## src/hw/rtl/assert_macros.svh

```systemverilog
// Assertion macros shared by the RTL files.
`ifndef ASSERT_MACROS_SVH
`define ASSERT_MACROS_SVH
// Checks prop at every rising clock edge outside reset.
`define ASSERT_CLK(label, clk, rst, prop, msg) \
   label: assert property (@(posedge clk) disable iff (rst) (prop)) else $error(msg);
// Checks prop at every rising clock edge, reset included.
`define ASSERT_ALWAYS(label, clk, prop, msg) \
   label: assert property (@(posedge clk) (prop)) else $error(msg);
`endif

```

## src/hw/rtl/hrsp_pkg.sv

```systemverilog
// Package: shared types and constants of the hex record parser.
`timescale 1ns / 1ps
package hrsp_pkg;
   localparam logic [7:0] COLON_CHAR = 8'h3A;
   localparam logic [7:0] CR_CHAR    = 8'h0D;
   localparam logic [7:0] LF_CHAR    = 8'h0A;
   localparam logic [7:0] TYPE_LIMIT = 8'h05;

   typedef enum logic [1:0] {
      KIND_DATA   = 2'd0,
      KIND_ACCEPT = 2'd1,
      KIND_ERROR  = 2'd2,
      KIND_DONE   = 2'd3
   } kind_type;

   typedef enum logic [2:0] {
      ERR_NO_COLON  = 3'd0,
      ERR_LENGTH    = 3'd1,
      ERR_DIGIT     = 3'd2,
      ERR_TYPE      = 3'd3,
      ERR_CHECKSUM  = 3'd4,
      ERR_AFTER_EOF = 3'd5,
      ERR_NO_EOF    = 3'd6,
      ERR_SHORT     = 3'd7
   } err_type;

   typedef enum logic [1:0] {
      PH_COLON = 2'd0,
      PH_HEX   = 2'd1,
      PH_END   = 2'd2
   } phase_type;

   // Result item as it travels from the front end to the queue and out.
   typedef struct packed {
      kind_type    kind;
      logic [7:0]  data_byte;
      logic [31:0] byte_address;
      logic [2:0]  record_kind;
      logic [2:0]  error_code;
      logic [31:0] start_address;
   } result_type;

   localparam int RESULT_W = $bits(result_type);
endpackage

```

## src/hw/rtl/hrsp_front.sv

```systemverilog
// Front end: per-character decoder that classifies the stream into results.
`timescale 1ns / 1ps
`include "assert_macros.svh"
module hrsp_front (
   input  logic                clock,
   input  logic                reset,
   input  logic                in_valid,
   output logic                in_ready,
   input  logic [7:0]          in_char,
   input  logic                in_eof,
   output logic                res_valid,
   output hrsp_pkg::result_type res_data,
   input  logic                res_space
);
   hrsp_pkg::phase_type phase_ff, phase_in;
   logic [9:0]  char_count_ff, char_count_in;
   logic [3:0]  high_nibble_ff, high_nibble_in;
   logic [7:0]  record_length_ff, record_length_in;
   logic [15:0] record_offset_ff, record_offset_in;
   logic [2:0]  type_held_ff, type_held_in;
   logic [7:0]  running_sum_ff, running_sum_in;
   logic [31:0] payload_word_ff, payload_word_in;
   logic [15:0] segment_base_ff, segment_base_in;
   logic [15:0] linear_base_ff, linear_base_in;
   logic [31:0] start_word_ff, start_word_in;
   logic        eof_seen_ff, eof_seen_in;
   logic        halted_ff, halted_in;
   logic [31:0] base_ff, base_in;

   logic        fire, line_end, digit_ok;
   logic [3:0]  nib;
   logic [7:0]  byte_val, di;
   logic [8:0]  idx;
   hrsp_pkg::result_type r;
   logic        rv;
   logic        fin_err;
   hrsp_pkg::err_type fin_code;

   assign in_ready = res_space;
   assign fire = in_valid && in_ready;
   assign line_end = (in_char == hrsp_pkg::CR_CHAR) || (in_char == hrsp_pkg::LF_CHAR);

   always_comb begin
      digit_ok = 1'b1;
      nib = 4'd0;
      if (in_char inside {[8'h30:8'h39]}) begin
         nib = 4'(in_char - 8'h30);
      end else if (in_char inside {[8'h41:8'h46]}) begin
         nib = 4'(in_char - 8'h37);
      end else if (in_char inside {[8'h61:8'h66]}) begin
         nib = 4'(in_char - 8'h57);
      end else begin
         digit_ok = 1'b0;
      end
   end

   assign byte_val = {high_nibble_ff, nib};
   assign idx = char_count_ff[9:1];
   assign di = 8'(idx - 9'd4);

   // Line-end checks of a complete record.
   always_comb begin
      fin_err = 1'b0;
      fin_code = hrsp_pkg::ERR_CHECKSUM;
      if (running_sum_ff != 8'd0) begin
         fin_err = 1'b1;
      end else if (((type_held_ff == 3'd2) || (type_held_ff == 3'd4))
                   && (record_length_ff < 8'd2)) begin
         fin_err = 1'b1;
         fin_code = hrsp_pkg::ERR_SHORT;
      end else if (((type_held_ff == 3'd3) || (type_held_ff == 3'd5))
                   && (record_length_ff < 8'd4)) begin
         fin_err = 1'b1;
         fin_code = hrsp_pkg::ERR_SHORT;
      end
   end

   always_comb begin
      phase_in = phase_ff;
      char_count_in = char_count_ff;
      high_nibble_in = high_nibble_ff;
      record_length_in = record_length_ff;
      record_offset_in = record_offset_ff;
      type_held_in = type_held_ff;
      running_sum_in = running_sum_ff;
      payload_word_in = payload_word_ff;
      segment_base_in = segment_base_ff;
      linear_base_in = linear_base_ff;
      start_word_in = start_word_ff;
      eof_seen_in = eof_seen_ff;
      halted_in = halted_ff;
      base_in = base_ff;
      rv = 1'b0;
      r = '0;
      if (fire && !halted_ff) begin
         if (in_eof) begin
            rv = 1'b1;
            halted_in = 1'b1;
            if (phase_ff == hrsp_pkg::PH_HEX) begin
               r.kind = hrsp_pkg::KIND_ERROR;
               r.error_code = hrsp_pkg::ERR_LENGTH;
            end else if ((phase_ff == hrsp_pkg::PH_END) && fin_err) begin
               r.kind = hrsp_pkg::KIND_ERROR;
               r.error_code = fin_code;
            end else if (!(eof_seen_ff || ((phase_ff == hrsp_pkg::PH_END)
                                          && (type_held_ff == 3'd1)))) begin
               r.kind = hrsp_pkg::KIND_ERROR;
               r.error_code = hrsp_pkg::ERR_NO_EOF;
            end else begin
               r.kind = hrsp_pkg::KIND_DONE;
               r.start_address = ((phase_ff == hrsp_pkg::PH_END) &&
                  ((type_held_ff == 3'd3) || (type_held_ff == 3'd5)))
                  ? payload_word_ff : start_word_ff;
            end
         end else begin
            case (phase_ff)
               hrsp_pkg::PH_COLON: begin
                  if (!line_end) begin
                     if (eof_seen_ff || (in_char != hrsp_pkg::COLON_CHAR)) begin
                        rv = 1'b1;
                        halted_in = 1'b1;
                        r.kind = hrsp_pkg::KIND_ERROR;
                        r.error_code = eof_seen_ff ? hrsp_pkg::ERR_AFTER_EOF
                                                   : hrsp_pkg::ERR_NO_COLON;
                     end else begin
                        char_count_in = '0;
                        high_nibble_in = '0;
                        record_length_in = '0;
                        record_offset_in = '0;
                        type_held_in = '0;
                        running_sum_in = '0;
                        payload_word_in = '0;
                        phase_in = hrsp_pkg::PH_HEX;
                     end
                  end
               end
               hrsp_pkg::PH_END: begin
                  rv = 1'b1;
                  phase_in = hrsp_pkg::PH_COLON;
                  if (!line_end) begin
                     halted_in = 1'b1;
                     r.kind = hrsp_pkg::KIND_ERROR;
                     r.error_code = hrsp_pkg::ERR_LENGTH;
                  end else if (fin_err) begin
                     halted_in = 1'b1;
                     r.kind = hrsp_pkg::KIND_ERROR;
                     r.error_code = fin_code;
                  end else begin
                     r.kind = hrsp_pkg::KIND_ACCEPT;
                     r.record_kind = type_held_ff;
                     case (type_held_ff)
                        3'd1: eof_seen_in = 1'b1;
                        3'd2: segment_base_in = payload_word_ff[31:16];
                        3'd4: linear_base_in = payload_word_ff[31:16];
                        3'd3, 3'd5: start_word_in = payload_word_ff;
                        default: ;
                     endcase
                  end
               end
               hrsp_pkg::PH_HEX: begin
                  if (line_end || !digit_ok) begin
                     rv = 1'b1;
                     halted_in = 1'b1;
                     r.kind = hrsp_pkg::KIND_ERROR;
                     r.error_code = line_end ? hrsp_pkg::ERR_LENGTH
                                             : hrsp_pkg::ERR_DIGIT;
                  end else if (!char_count_ff[0]) begin
                     high_nibble_in = nib;
                     char_count_in = char_count_ff + 10'd1;
                  end else begin
                     char_count_in = char_count_ff + 10'd1;
                     running_sum_in = running_sum_ff + byte_val;
                     if (idx == 9'd0) begin
                        record_length_in = byte_val;
                     end else if (idx == 9'd1) begin
                        record_offset_in = {byte_val, 8'd0};
                     end else if (idx == 9'd2) begin
                        record_offset_in = {record_offset_ff[15:8], byte_val};
                        // Base for this record's data bytes, one add ahead.
                        base_in = ({16'd0, record_offset_ff[15:8], byte_val}
                                   + {12'd0, segment_base_ff, 4'd0})
                                  | {linear_base_ff, 16'd0};
                     end else if (idx == 9'd3) begin
                        if (byte_val > hrsp_pkg::TYPE_LIMIT) begin
                           rv = 1'b1;
                           halted_in = 1'b1;
                           r.kind = hrsp_pkg::KIND_ERROR;
                           r.error_code = hrsp_pkg::ERR_TYPE;
                        end else begin
                           type_held_in = byte_val[2:0];
                        end
                     end else if ((idx - 9'd4) < {1'b0, record_length_ff}) begin
                        case (di[1:0])
                           2'd0: if (di < 8'd4) payload_word_in[31:24] = byte_val;
                           2'd1: if (di < 8'd4) payload_word_in[23:16] = byte_val;
                           2'd2: if (di < 8'd4) payload_word_in[15:8] = byte_val;
                           default: if (di < 8'd4) payload_word_in[7:0] = byte_val;
                        endcase
                        if (type_held_ff == 3'd0) begin
                           rv = 1'b1;
                           r.kind = hrsp_pkg::KIND_DATA;
                           r.data_byte = byte_val;
                           r.byte_address = base_ff + {24'd0, di};
                        end
                     end else begin
                        phase_in = hrsp_pkg::PH_END;
                     end
                  end
               end
               default: phase_in = hrsp_pkg::PH_COLON;
            endcase
         end
      end
   end

   assign res_valid = rv;
   assign res_data = r;

   always_ff @(posedge clock) begin
      if (reset) begin
         phase_ff <= hrsp_pkg::PH_COLON;
         char_count_ff <= '0;
         high_nibble_ff <= '0;
         record_length_ff <= '0;
         record_offset_ff <= '0;
         type_held_ff <= '0;
         running_sum_ff <= '0;
         payload_word_ff <= '0;
         segment_base_ff <= '0;
         linear_base_ff <= '0;
         start_word_ff <= '0;
         eof_seen_ff <= 1'b0;
         halted_ff <= 1'b0;
         base_ff <= '0;
      end else begin
         phase_ff <= phase_in;
         char_count_ff <= char_count_in;
         high_nibble_ff <= high_nibble_in;
         record_length_ff <= record_length_in;
         record_offset_ff <= record_offset_in;
         type_held_ff <= type_held_in;
         running_sum_ff <= running_sum_in;
         payload_word_ff <= payload_word_in;
         segment_base_ff <= segment_base_in;
         linear_base_ff <= linear_base_in;
         start_word_ff <= start_word_in;
         eof_seen_ff <= eof_seen_in;
         halted_ff <= halted_in;
         base_ff <= base_in;
      end
   end

   `ASSERT_CLK(a_halt_silent, clock, reset, halted_ff |-> !res_valid,
      "result produced while halted")
   `ASSERT_CLK(a_halt_sticky, clock, reset, halted_ff |=> halted_ff,
      "halt released without reset")
   `ASSERT_CLK(a_err_halts, clock, reset,
      (res_valid && (res_data.kind == hrsp_pkg::KIND_ERROR)) |=> halted_ff,
      "error did not halt parser")
endmodule

```

## src/hw/rtl/hrsp_queue.sv

```systemverilog
// Back end: two-entry result queue that drives the result channel.
`timescale 1ns / 1ps
`include "assert_macros.svh"
module hrsp_queue (
   input  logic                 clock,
   input  logic                 reset,
   input  logic                 wr_valid,
   input  hrsp_pkg::result_type wr_data,
   output logic                 wr_space,
   output logic                 rd_valid,
   input  logic                 rd_ready,
   output hrsp_pkg::result_type rd_data
);
   hrsp_pkg::result_type mem_ff [2];
   logic       wp_ff, wp_in, rp_ff, rp_in;
   logic [1:0] cnt_ff, cnt_in;
   logic       push, pop;

   assign rd_valid = cnt_ff != 2'd0;
   assign rd_data = mem_ff[rp_ff];
   assign pop = rd_valid && rd_ready;
   // Space is granted for a push only when a slot is free before this cycle.
   assign wr_space = cnt_ff != 2'd2;
   assign push = wr_valid && wr_space;

   always_comb begin
      wp_in = push ? ~wp_ff : wp_ff;
      rp_in = pop ? ~rp_ff : rp_ff;
      cnt_in = 2'(cnt_ff + {1'b0, push} - {1'b0, pop});
   end

   always_ff @(posedge clock) begin
      if (push) begin
         mem_ff[wp_ff] <= wr_data;
      end
      if (reset) begin
         wp_ff <= 1'b0;
         rp_ff <= 1'b0;
         cnt_ff <= 2'd0;
      end else begin
         wp_ff <= wp_in;
         rp_ff <= rp_in;
         cnt_ff <= cnt_in;
      end
   end

   `ASSERT_CLK(a_no_overflow, clock, reset, (cnt_ff == 2'd2) |-> !push,
      "push into full result queue")
   `ASSERT_CLK(a_count_track, clock, reset,
      (push && !pop) |=> (cnt_ff == $past(cnt_ff) + 2'd1),
      "queue count lost a push")
endmodule

```

## src/hw/rtl/hex_record_stream_parser.sv

```systemverilog
// Top level: Intel HEX text stream parser.
`timescale 1ns / 1ps
// Usage:
//   req_ channel carries one ASCII character per transfer; req_tlast set
//   marks end of text (the character is then ignored).
//   rsp_ channel carries one result per transfer: data bytes of data
//   records with their 32-bit address, a record-accepted status at each
//   line end, an error code, or file complete with the start address.
//   A result caused by a character is written into the result queue at the
//   character transfer. Throughput: one character per cycle while the queue
//   has space; the front-end decoder forms each result combinationally.
//   A two-entry queue sits between decoder and output; req_tready drops
//   only while that queue is full, so a stalled receiver backs up the
//   input after two held results.
//   Reset clears the decoder state, bases, start address and the queue.
//   After an error or file complete the block swallows all input without
//   results until the next reset.
module hex_record_stream_parser (
   input  logic        clock,
   input  logic        reset,
   input  logic        req_tvalid,
   output logic        req_tready,
   input  logic [7:0]  req_tdata,   // [7:0] character
   input  logic        req_tlast,   // end_of_file
   output logic        rsp_tvalid,
   input  logic        rsp_tready,
   output logic [79:0] rsp_tdata,   // [7:0] data_byte, [39:8] byte_address,
                                    // [42:40] record_kind, [45:43] error_code,
                                    // [77:46] start_address, [79:78] zero
   output logic [1:0]  rsp_tuser    // [1:0] kind
);
   logic                 fr_valid, q_space;
   hrsp_pkg::result_type fr_data, q_data;

   hrsp_front u_front (
      .clock(clock), .reset(reset),
      .in_valid(req_tvalid), .in_ready(req_tready),
      .in_char(req_tdata), .in_eof(req_tlast),
      .res_valid(fr_valid), .res_data(fr_data), .res_space(q_space)
   );

   hrsp_queue u_queue (
      .clock(clock), .reset(reset),
      .wr_valid(fr_valid), .wr_data(fr_data), .wr_space(q_space),
      .rd_valid(rsp_tvalid), .rd_ready(rsp_tready), .rd_data(q_data)
   );

   assign rsp_tuser = q_data.kind;
   assign rsp_tdata = {2'b00, q_data.start_address, q_data.error_code,
                       q_data.record_kind, q_data.byte_address, q_data.data_byte};

   `ASSERT_CLK(a_ready_tracks_queue, clock, reset,
      (req_tvalid && !req_tready) |-> !fr_valid,
      "decoder result while input stalled")
   `ASSERT_CLK(a_out_zero_pad, clock, reset, rsp_tvalid |-> (rsp_tdata[79:78] == 2'b00),
      "nonzero pad bits on result")
endmodule
```

## config.mk

```make
export PLATFORM = sky130hd
export DESIGN_NAME = hex_record_stream_parser
export DESIGN_NICKNAME = d
export VERILOG_FILES = /design/src/hw/rtl/hrsp_pkg.sv /design/src/hw/rtl/hrsp_front.sv /design/src/hw/rtl/hrsp_queue.sv /design/src/hw/rtl/hex_record_stream_parser.sv
export VERILOG_INCLUDE_DIRS = /design/src /design/src/hw/rtl
export SDC_FILE = /design/constraint.sdc
export NUM_CORES = 1
export LEC_CHECK = 0
export BUFFER_PORTS_ARGS = -buffer_cell sky130_fd_sc_hd__buf_2
export CAP_MARGIN = 15
export CORE_AREA = 5 5 176 178
export DETAILED_ROUTE_END_ITERATION = 10
export DIE_AREA = 0 0 181 183
export HOLD_SLACK_MARGIN = 0.03
export PLACE_DENSITY = 0.76
export SYNTH_ARGS = -nofsm -noshare
export SYNTH_HDL_FRONTEND = slang
export SYNTH_HIERARCHICAL = 1
export SYNTH_SLANG_ARGS = --single-unit
```

## constraint.sdc

```tcl
create_clock -name clock -period 4.9 [get_ports clock]
set_clock_uncertainty 0.1 [all_clocks]
set_input_delay 0.245 -clock clock [delete_from_list [all_inputs] [get_ports clock]]
set_output_delay 0.245 -clock clock [all_outputs]
set_load 0.02 [all_outputs]
```

==> summary.md, run 1 <==
| Metric | Value |
|---|---|
| Status | `finished, final reports clean` |
| Cell area power density | `386 mW/mm^2` |
| RSZ-0062 raised after global routing | `false` |
| Maxcap violations | `0` |
| Commonest cells in the netlist | `nand2_1 (318), dfxtp_1 (178), edfxtp_1 (160), a21oi_1 (159), nor2_1 (112)` |
| Main flop type after synthesis | `dfxtp_1` |
| Syn Area/Cell | `a little under 10 sq um` |
| Vias | `between 10k and 15k` |
| I/O Pins | `between 90 and 100` |
| Clock latency on the worst-skew pair | `520 ps` |
| Congestion Overflow GR | `0` |
| Worst r2r dst | `u_queue/mem_ff[0][66]` |
| Worst Path Arrival | `approximately 4700 ps` |
| Count leader, synth | `nand2_1` |
| HP Start | `rsp_tready` |
| Synthesis-to-finish area growth | `12.2%` |
| Initial antenna violation count | `0` |
| Synth Instances | `roughly 1.6k` |
| Setup crit start kind | `flop` |
| Max H-tree Level | `2` |
| Setup TNS | `0 ps` |
| Worst Max-Slew Pin Slew | `approximately 1100 ps` |
| Clock-pin slew on the worst setup and hold paths | `around 60 ps` |
| Buffers added on ports | `94` |
| Via density | `approximately 5.7` |
| # setup viols final | `0` |
| FFs w/ async S/R, synth | `0%` |
| Drt drc | `0` |
| Site Rows | `63` |
| Die Footprint | `between 0.03 and 0.04 sq mm` |
| Netlist cell types | `75` |
| Reg-to-Reg Start | `u_front/char_count_ff[5]` |
| Final RePlAce weighted congestion | `between 0.9 and 1` |
| Global-route wire length before repair | `between 50000 and 60000 um` |
| Die width | `between 150 and 200 um` |
| Hold Vio Cnt, Final | `0` |
| Final WS setup | `between 300 and 400 ps` |
| 1st-pass router iterations | `6` |
| Layout cells sized above 1 | `a little under an eighth` |
| Fmax | `~220 MHz` |
| Gr usage total | `21.1%` |
| Total CTS buffers | `36` |
| Antenna Cells | `0` |
| Nets | `~1.7k` |
| Yosys warnings | `6` |
| Die height | `183 um` |
| Synth Cell Area | `approximately 0.016 sq mm` |
| Max VDD drop | `between 0.0003 and 0.0004 V` |
| CTS Buffer Depth | `3` |
| Hold Path Class | `in -> reg` |
| Remaining antenna violation count | `0` |
| Number of flops mapped to enable cells by yosys | `160` |
| Clock Sinks | `around 340` |
| Post-route minimum period | `around 4600 ps` |
| Reg2reg setup slack | `310 ps` |
| WS Path Type | `reg -> reg` |
| CTS tree | `yes` |
| Post-DR wirelength/cell | `roughly 17 um` |
| Worst setup path startpoint | `u_front/char_count_ff[5]` |
| Worst Hold Depth | `4` |
| Fillers | `between 2k and 2.5k` |
| Synth top area cells | `edfxtp_1 (30%), dfxtp_1 (22%), nand2_1 (7.5%)` |
| R2R depth | `14` |
| Area leader, netlist | `edfxtp_1` |
| WL final | `between 30000 and 40000 um` |
| Vias in the first global route | `approximately 12k` |
| Worst slack, placed | `roughly 130 ps` |
| Iter 0 DRT Violations | `approximately 1.3k` |
| Max-slew violations | `0` |
| Leakage | `approximately 6.4 nW` |
| Post-synthesis sequential area ratio | `52.8%` |
| Max_slew headroom | `between 20 and 25%` |
| #FFs+latches synth | `between 300 and 400` |
| Min-Delay Endpoint | `u_queue/rp_ff` |
| Initial Util | `54.2%` |
| Final period utilization | `between 90% and 100%` |
| Largest net degree at the start of global routing | `roughly 110` |
| Share of the synthesized area in the top cell type | `a little under a third` |
| Total power | `~7 mW` |
| Data required, critical path | `roughly 5000 ps` |
| Clk root buf | `clkbuf_16` |
| Post-DP HPWL | `approximately 24000 um` |
| Maximum fanout along the worst path | `80` |
| CP Capture Type | `flop` |
| Core ar. | `around 0.029 sq mm` |
logic make-up (layout without fill, tap and decap cells):
family	Yosys count	in the layout	share of synthesized area [%]
AND/OR/NAND/NOR	611	611	17.5
flip-flops	338	338	52.8
AO/OA/AOI/OAI	313	313	11.9
buffers and inverters	127	225	3.66
multiplexers	95	95	6.63
XOR/XNOR	59	59	3.26
adder cells (fa/ha/maj)	51	51	4.17
other	1	2	0.0237
how the worst max path moves through the flow:
stage,endpoint,depth (start not counted)
3_3_place_gp,u_queue/mem_ff[0][68],14
5_1_grt,u_queue/mem_ff[0][51],14
3_5_place_dp,u_queue/mem_ff[0][59],14
6_report,u_queue/mem_ff[0][66],14
4_1_cts,u_queue/mem_ff[0][26],14
2_1_floorplan,u_queue/mem_ff[1][0],13
sequential cells by signal, indices dropped and copies added, names as in the netlist, 2 cells and up, named ones only:
register / cells
u_front/base_ff: 32
u_front/payload_word_ff: 32
u_front/char_count_ff: 10
u_front/phase_ff: 2
u_queue/mem_ff: 160
u_front/start_word_ff: 32
u_front/high_nibble_ff: 4
u_front/linear_base_ff: 16
u_front/record_offset_ff: 8
u_front/running_sum_ff: 8
u_queue/cnt_ff: 2
u_front/record_length_ff: 8
u_front/type_held_ff: 3
u_front/segment_base_ff: 16
worst max-delay path: stages (launching register included):
cell	delay [ps]
dfxtp_1	380
nor2_1	240
and3b_1	210
xor2_1	250
ha_1	290
a21oi_1	170
o21ai_0	110
a21oi_1	220
nand2_1	200
nor4b_2	520
o21ai_0	220
a21oi_1	520
nand3b_1	230
clkinvlp_4	140
buf_12	370
layout by cell type (no fill, tap or decap), types with 10 or more instances in the layout:
cell type / count
nor2_1: 111
inv_1: 43
a211oi_1: 10
nand3_1: 53
xor2_1: 28
a21oi_1: 159
clkbuf_16: 36
nand2b_1: 15
clkbuf_1: 10
mux2_2: 11
and3_1: 17
nor2b_1: 11
nor3_1: 13
dfxtp_1: 177
xnor2_1: 31
buf_4: 16
a21o_1: 12
edfxtp_1: 160
ha_1: 48
a22o_1: 11
mux2i_1: 15
nand4_1: 11
mux2_1: 69
buf_2: 93
nand2_1: 318
o21ai_0: 46
routing by layer:
metal,track usage [%],routed length [um],vias up
met5,0,0,-
met4,6.12,996,0
met3,3.55,2260,75
met2,36.4,17300,383
met1,27.7,15200,5708
li1,-,-,5760
repair_timing:
| action | 4_1_cts | 5_1_grt |
|---|---|---|
| setup endpoints to repair | 0 | 161 |
| hold endpoints to repair | 12 | 0 |
| hold buffers | 4 | 0 |
| buffers inserted | 0 | 0 |
| resized for setup | 0 | 1 |
cell type report:
cell class	count	area [sq um]	share of cell area, %
Inverter	44	169	0.950
Multi-Input combinational cell	1131	6920	38.9
Tap cell	390	488	2.74
Timing Repair Buffer	115	666	3.74
Clock inverter	15	163	0.915
Clock buffer	51	1010	5.66
Sequential cell	338	8370	47.1
through the flow:
stage	utilization (%)	hold slack [ps]	cells	instance area (sq um)
global placement	56.6	342	2014	16600
floorplan	-	214	1596	15900
global route	60.8	83.9	2084	17800
finish	60.8	41.9	2084	17800
detailed placement	56.6	347	2014	16600
CTS	60.8	32.4	2084	17800
report_power, final:
| group | total [mW] | internal (mW) | switching (mW) |
|---|---|---|---|
| Combinational | 0.950 | 0.361 | 0.589 |
| Sequential | 3.27 | 3.15 | 0.122 |
| Clock | 2.64 | 1.56 | 1.08 |
| Total | 6.86 | 5.07 | 1.79 |
(Power assumes the default switching activity.)
==> run 2, diff against run 1 <==
--- a/config.mk
+++ b/config.mk
@@ -12,6 +12,7 @@
 export DETAILED_ROUTE_END_ITERATION = 10
 export DIE_AREA = 0 0 181 183
 export HOLD_SLACK_MARGIN = 0.03
+export MAX_ROUTING_LAYER = met4
 export PLACE_DENSITY = 0.76
 export SYNTH_ARGS = -nofsm -noshare
 export SYNTH_HDL_FRONTEND = slang
==> summary.md, run 2 (same netlist as run 1, synthesis figures left out) <==
| Metric | Value |
|---|---|
| Status | `finished, final reports clean` |
| CP most frequent cell | `a21oi_1` |
| Congestion Overflow GR | `0 (unchanged)` |
| Met2 track demand over resource | `36.3% (about the same)` |
| Nets | `1733 (+0.17%)` |
| Post-DP HPWL | `24700 um (+1.4%)` |
| Drt drc | `0 (unchanged)` |
| # Post-CTS Setup Buffers | `0 (unchanged)` |
| Cell breakdown of the critical path | `nor2_1 -> and3b_1 -> xor2_1 -> ha_1 -> a21oi_1 -> o21ai_0 -> a21oi_1 -> nand2_1 -> nor4b_1 -> o21ai_0 -> a21oi_1 -> nand3b_1 -> clkinvlp_4 -> buf_4` |
| Setup crit start kind | `flop` |
| Fmax | `221 MHz (+1.5%)` |
| Clk root buf | `clkbuf_16` |
| Reg-to-Reg Start | `u_front/char_count_ff[5]` |
| Post-route minimum period | `4530 ps (-68.8 ps)` |
| WL final | `36100 um (+1.0%)` |
| Post-DR wirelength/cell | `17.3 um (+0.87%)` |
| Leakage | `6.39 nW (+0.40%)` |
| Most frequent cells in the layout | `nand2_1 (318), dfxtp_1 (177), edfxtp_1 (160), a21oi_1 (159), nor2_1 (111)` |
| Largest net degree at the start of global routing | `103 (-3.7%)` |
| Worst slack, placed | `426 ps (+292 ps)` |
| Worst Path Arrival | `4580 ps (-80 ps)` |
| Remaining antenna violation count | `0 (unchanged)` |
| Fillers | `2435 (+1.2%)` |
| Die width | `181 um (unchanged)` |
| I/O Pins | `97 (unchanged)` |
| Slowest cell on crit path | `a21oi_1` |
| Site Rows | `63 (unchanged)` |
| Most common cell after layout, fill and taps aside | `nand2_1` |
| Grt peak-use layer | `met2` |
| Max VDD drop | `0.000490 V (+48%)` |
| Die Footprint | `0.0331 sq mm (unchanged)` |
| Reg2reg setup slack | `370 ps (+70 ps)` |
| Maximum fanout along the worst path | `37 (-54%)` |
| Worst Hold Depth | `4 (unchanged)` |
| Hold Vio Cnt, Final | `0 (unchanged)` |
| Met1 usage | `28.9% (+1.2 points)` |
| Cell area power density | `386 mW/mm^2 (+0.15%)` |
| Via density | `5.67 (-0.97%)` |
| Worst setup path startpoint | `u_front/char_count_ff[5]` |
| Core ar. | `0.0292 sq mm (unchanged)` |
| 1st-pass router iterations | `8 (+2)` |
| Final period utilization | `92.4% (-1.4 points)` |
| Maxcap violations | `0 (unchanged)` |
| Worst Max-Slew Pin Slew | `1130 ps (+3.19 ps)` |
| Data required, critical path | `4950 ps (about the same)` |
| Initial Util | `54.2% (unchanged)` |
| Worst setup path endpoint | `u_queue/mem_ff[0][61]` |
| Hold Path Class | `in -> reg` |
| WS Path Type | `reg -> reg` |
| Initial antenna violation count | `0 (unchanged)` |
| Antenna Cells | `0 (unchanged)` |
| Global-route wire length before repair | `59200 um (+1.3%)` |
| Layout cells sized above 1 | `11.9% (+0.097 points)` |
| Final WS setup | `374 ps (+68.8 ps)` |
| CTS tree | `yes` |
| Largest stage delay, worst path | `530 ps (about the same)` |
| Fin util | `60.8% (about the same)` |
| CP Capture Type | `flop` |
| GR Layer Usage met3 | `3.15% (-0.40 points)` |
| Clock-pin slew on the worst setup and hold paths | `60 ps (about the same)` |
| Max reg flops | `160 (unchanged)` |
| Clock latency on the worst-skew pair | `530 ps (about the same)` |
| Iter 0 DRT Violations | `948 (-25%)` |
| Gr usage total | `22.1% (+1.0 points)` |
| Vias | `11.8k (-0.83%)` |
| Vias in the first global route | `11.6k (+0.61%)` |
| R2R depth | `14 (unchanged)` |
| CTS Buffer Depth | `3 (unchanged)` |
| Max H-tree Level | `2 (unchanged)` |
| Total CTS buffers | `36 (unchanged)` |
| Multi-input logic area | `0.00691 sq mm (about the same)` |
| Final RePlAce weighted congestion | `0.941 (-3.7%)` |
| Largest Register | `u_queue/mem_ff` |
| Clock Sinks | `338 (unchanged)` |
| Setup TNS | `0 ps (unchanged)` |
| Worst r2r dst | `u_queue/mem_ff[0][61]` |
| # setup viols final | `0 (unchanged)` |
| Die height | `183 um (unchanged)` |
| RSZ-0062 raised after global routing | `false` |
| Synthesis-to-finish area growth | `12.3% (about the same)` |
| Max-slew violations | `0 (unchanged)` |
| FF/Latch Area | `0.00837 sq mm (unchanged)` |
| Max_slew headroom | `24.6% (-0.21 points)` |
| Buffers added on ports | `94 (unchanged)` |
[run 2: where the power goes]
| part | switching [mW] | total [mW] | internal (mW) |
|---|---|---|---|
| Sequential | 0.124 | 3.27 | 3.15 |
| Combinational | 0.593 | 0.959 | 0.367 |
| Clock | 1.10 | 2.64 | 1.54 |
| Total | 1.82 | 6.87 | 5.05 |
[run 2: worst min-delay path by stage]
stage / startpoint / end / slack (ps)
3_5_place_dp: u_front/linear_base_ff[11] / u_front/linear_base_ff[11] / 350
4_1_cts: rsp_tready / flop / 30
2_1_floorplan: reset / u_queue/wp_ff / 210
5_1_grt: rsp_tready / flop / 90
3_3_place_gp: u_front/start_word_ff[15] / u_front/start_word_ff[15] / 340
6_report: rsp_tready / flop / 50
[run 2: layer usage]
layer | up-vias | routed length [um]
li1 | 5774 | -
met2 | 334 | 17300
met1 | 5656 | 16100
met4 | 0 | 861
met3 | 63 | 1850
met5 | - | 0
[run 2: critical path, delay by kind of cell, from the launching register on]
kind | cells | cell delay (ps)
AND/OR/NAND/NOR | 5 | 1310
AO/OA/AOI/OAI | 5 | 1160
buffers and inverters | 2 | 580
flip-flops | 1 | 390
adder cells (fa/ha/maj) | 1 | 290
XOR/XNOR | 1 | 240
[run 2: area by class of cell]
class / count / area share (%)
flip-flops and latches: 338 / 47.1
clock buffers: 40 / 5.20
multi-input cells: 1131 / 38.8
repair buffers: 118 / 3.88
well taps: 390 / 2.74
inverters: 44 / 0.949
clock inverters: 26 / 1.33
[run 2: what timing repair did]
action	4_1_cts	5_1_grt
hold buffers	5	0
setup endpoints to repair	0	0
endpoints found under the hold margin	15	0
gates resized for setup	0	0
[run 2: per-stage QoR]
stage                     area (sq um)  instances  power, mW  hold slack [ps]
after CTS                        17800       2087       6.95             33.2
after global placement           16600       2016       4.28              343
after floorplan                  15900       1596       4.00              214
after global routing             17800       2087       7.16             88.0
final                            17800       2087       6.87             52.9
after detailed placement         16600       2016       4.30              348
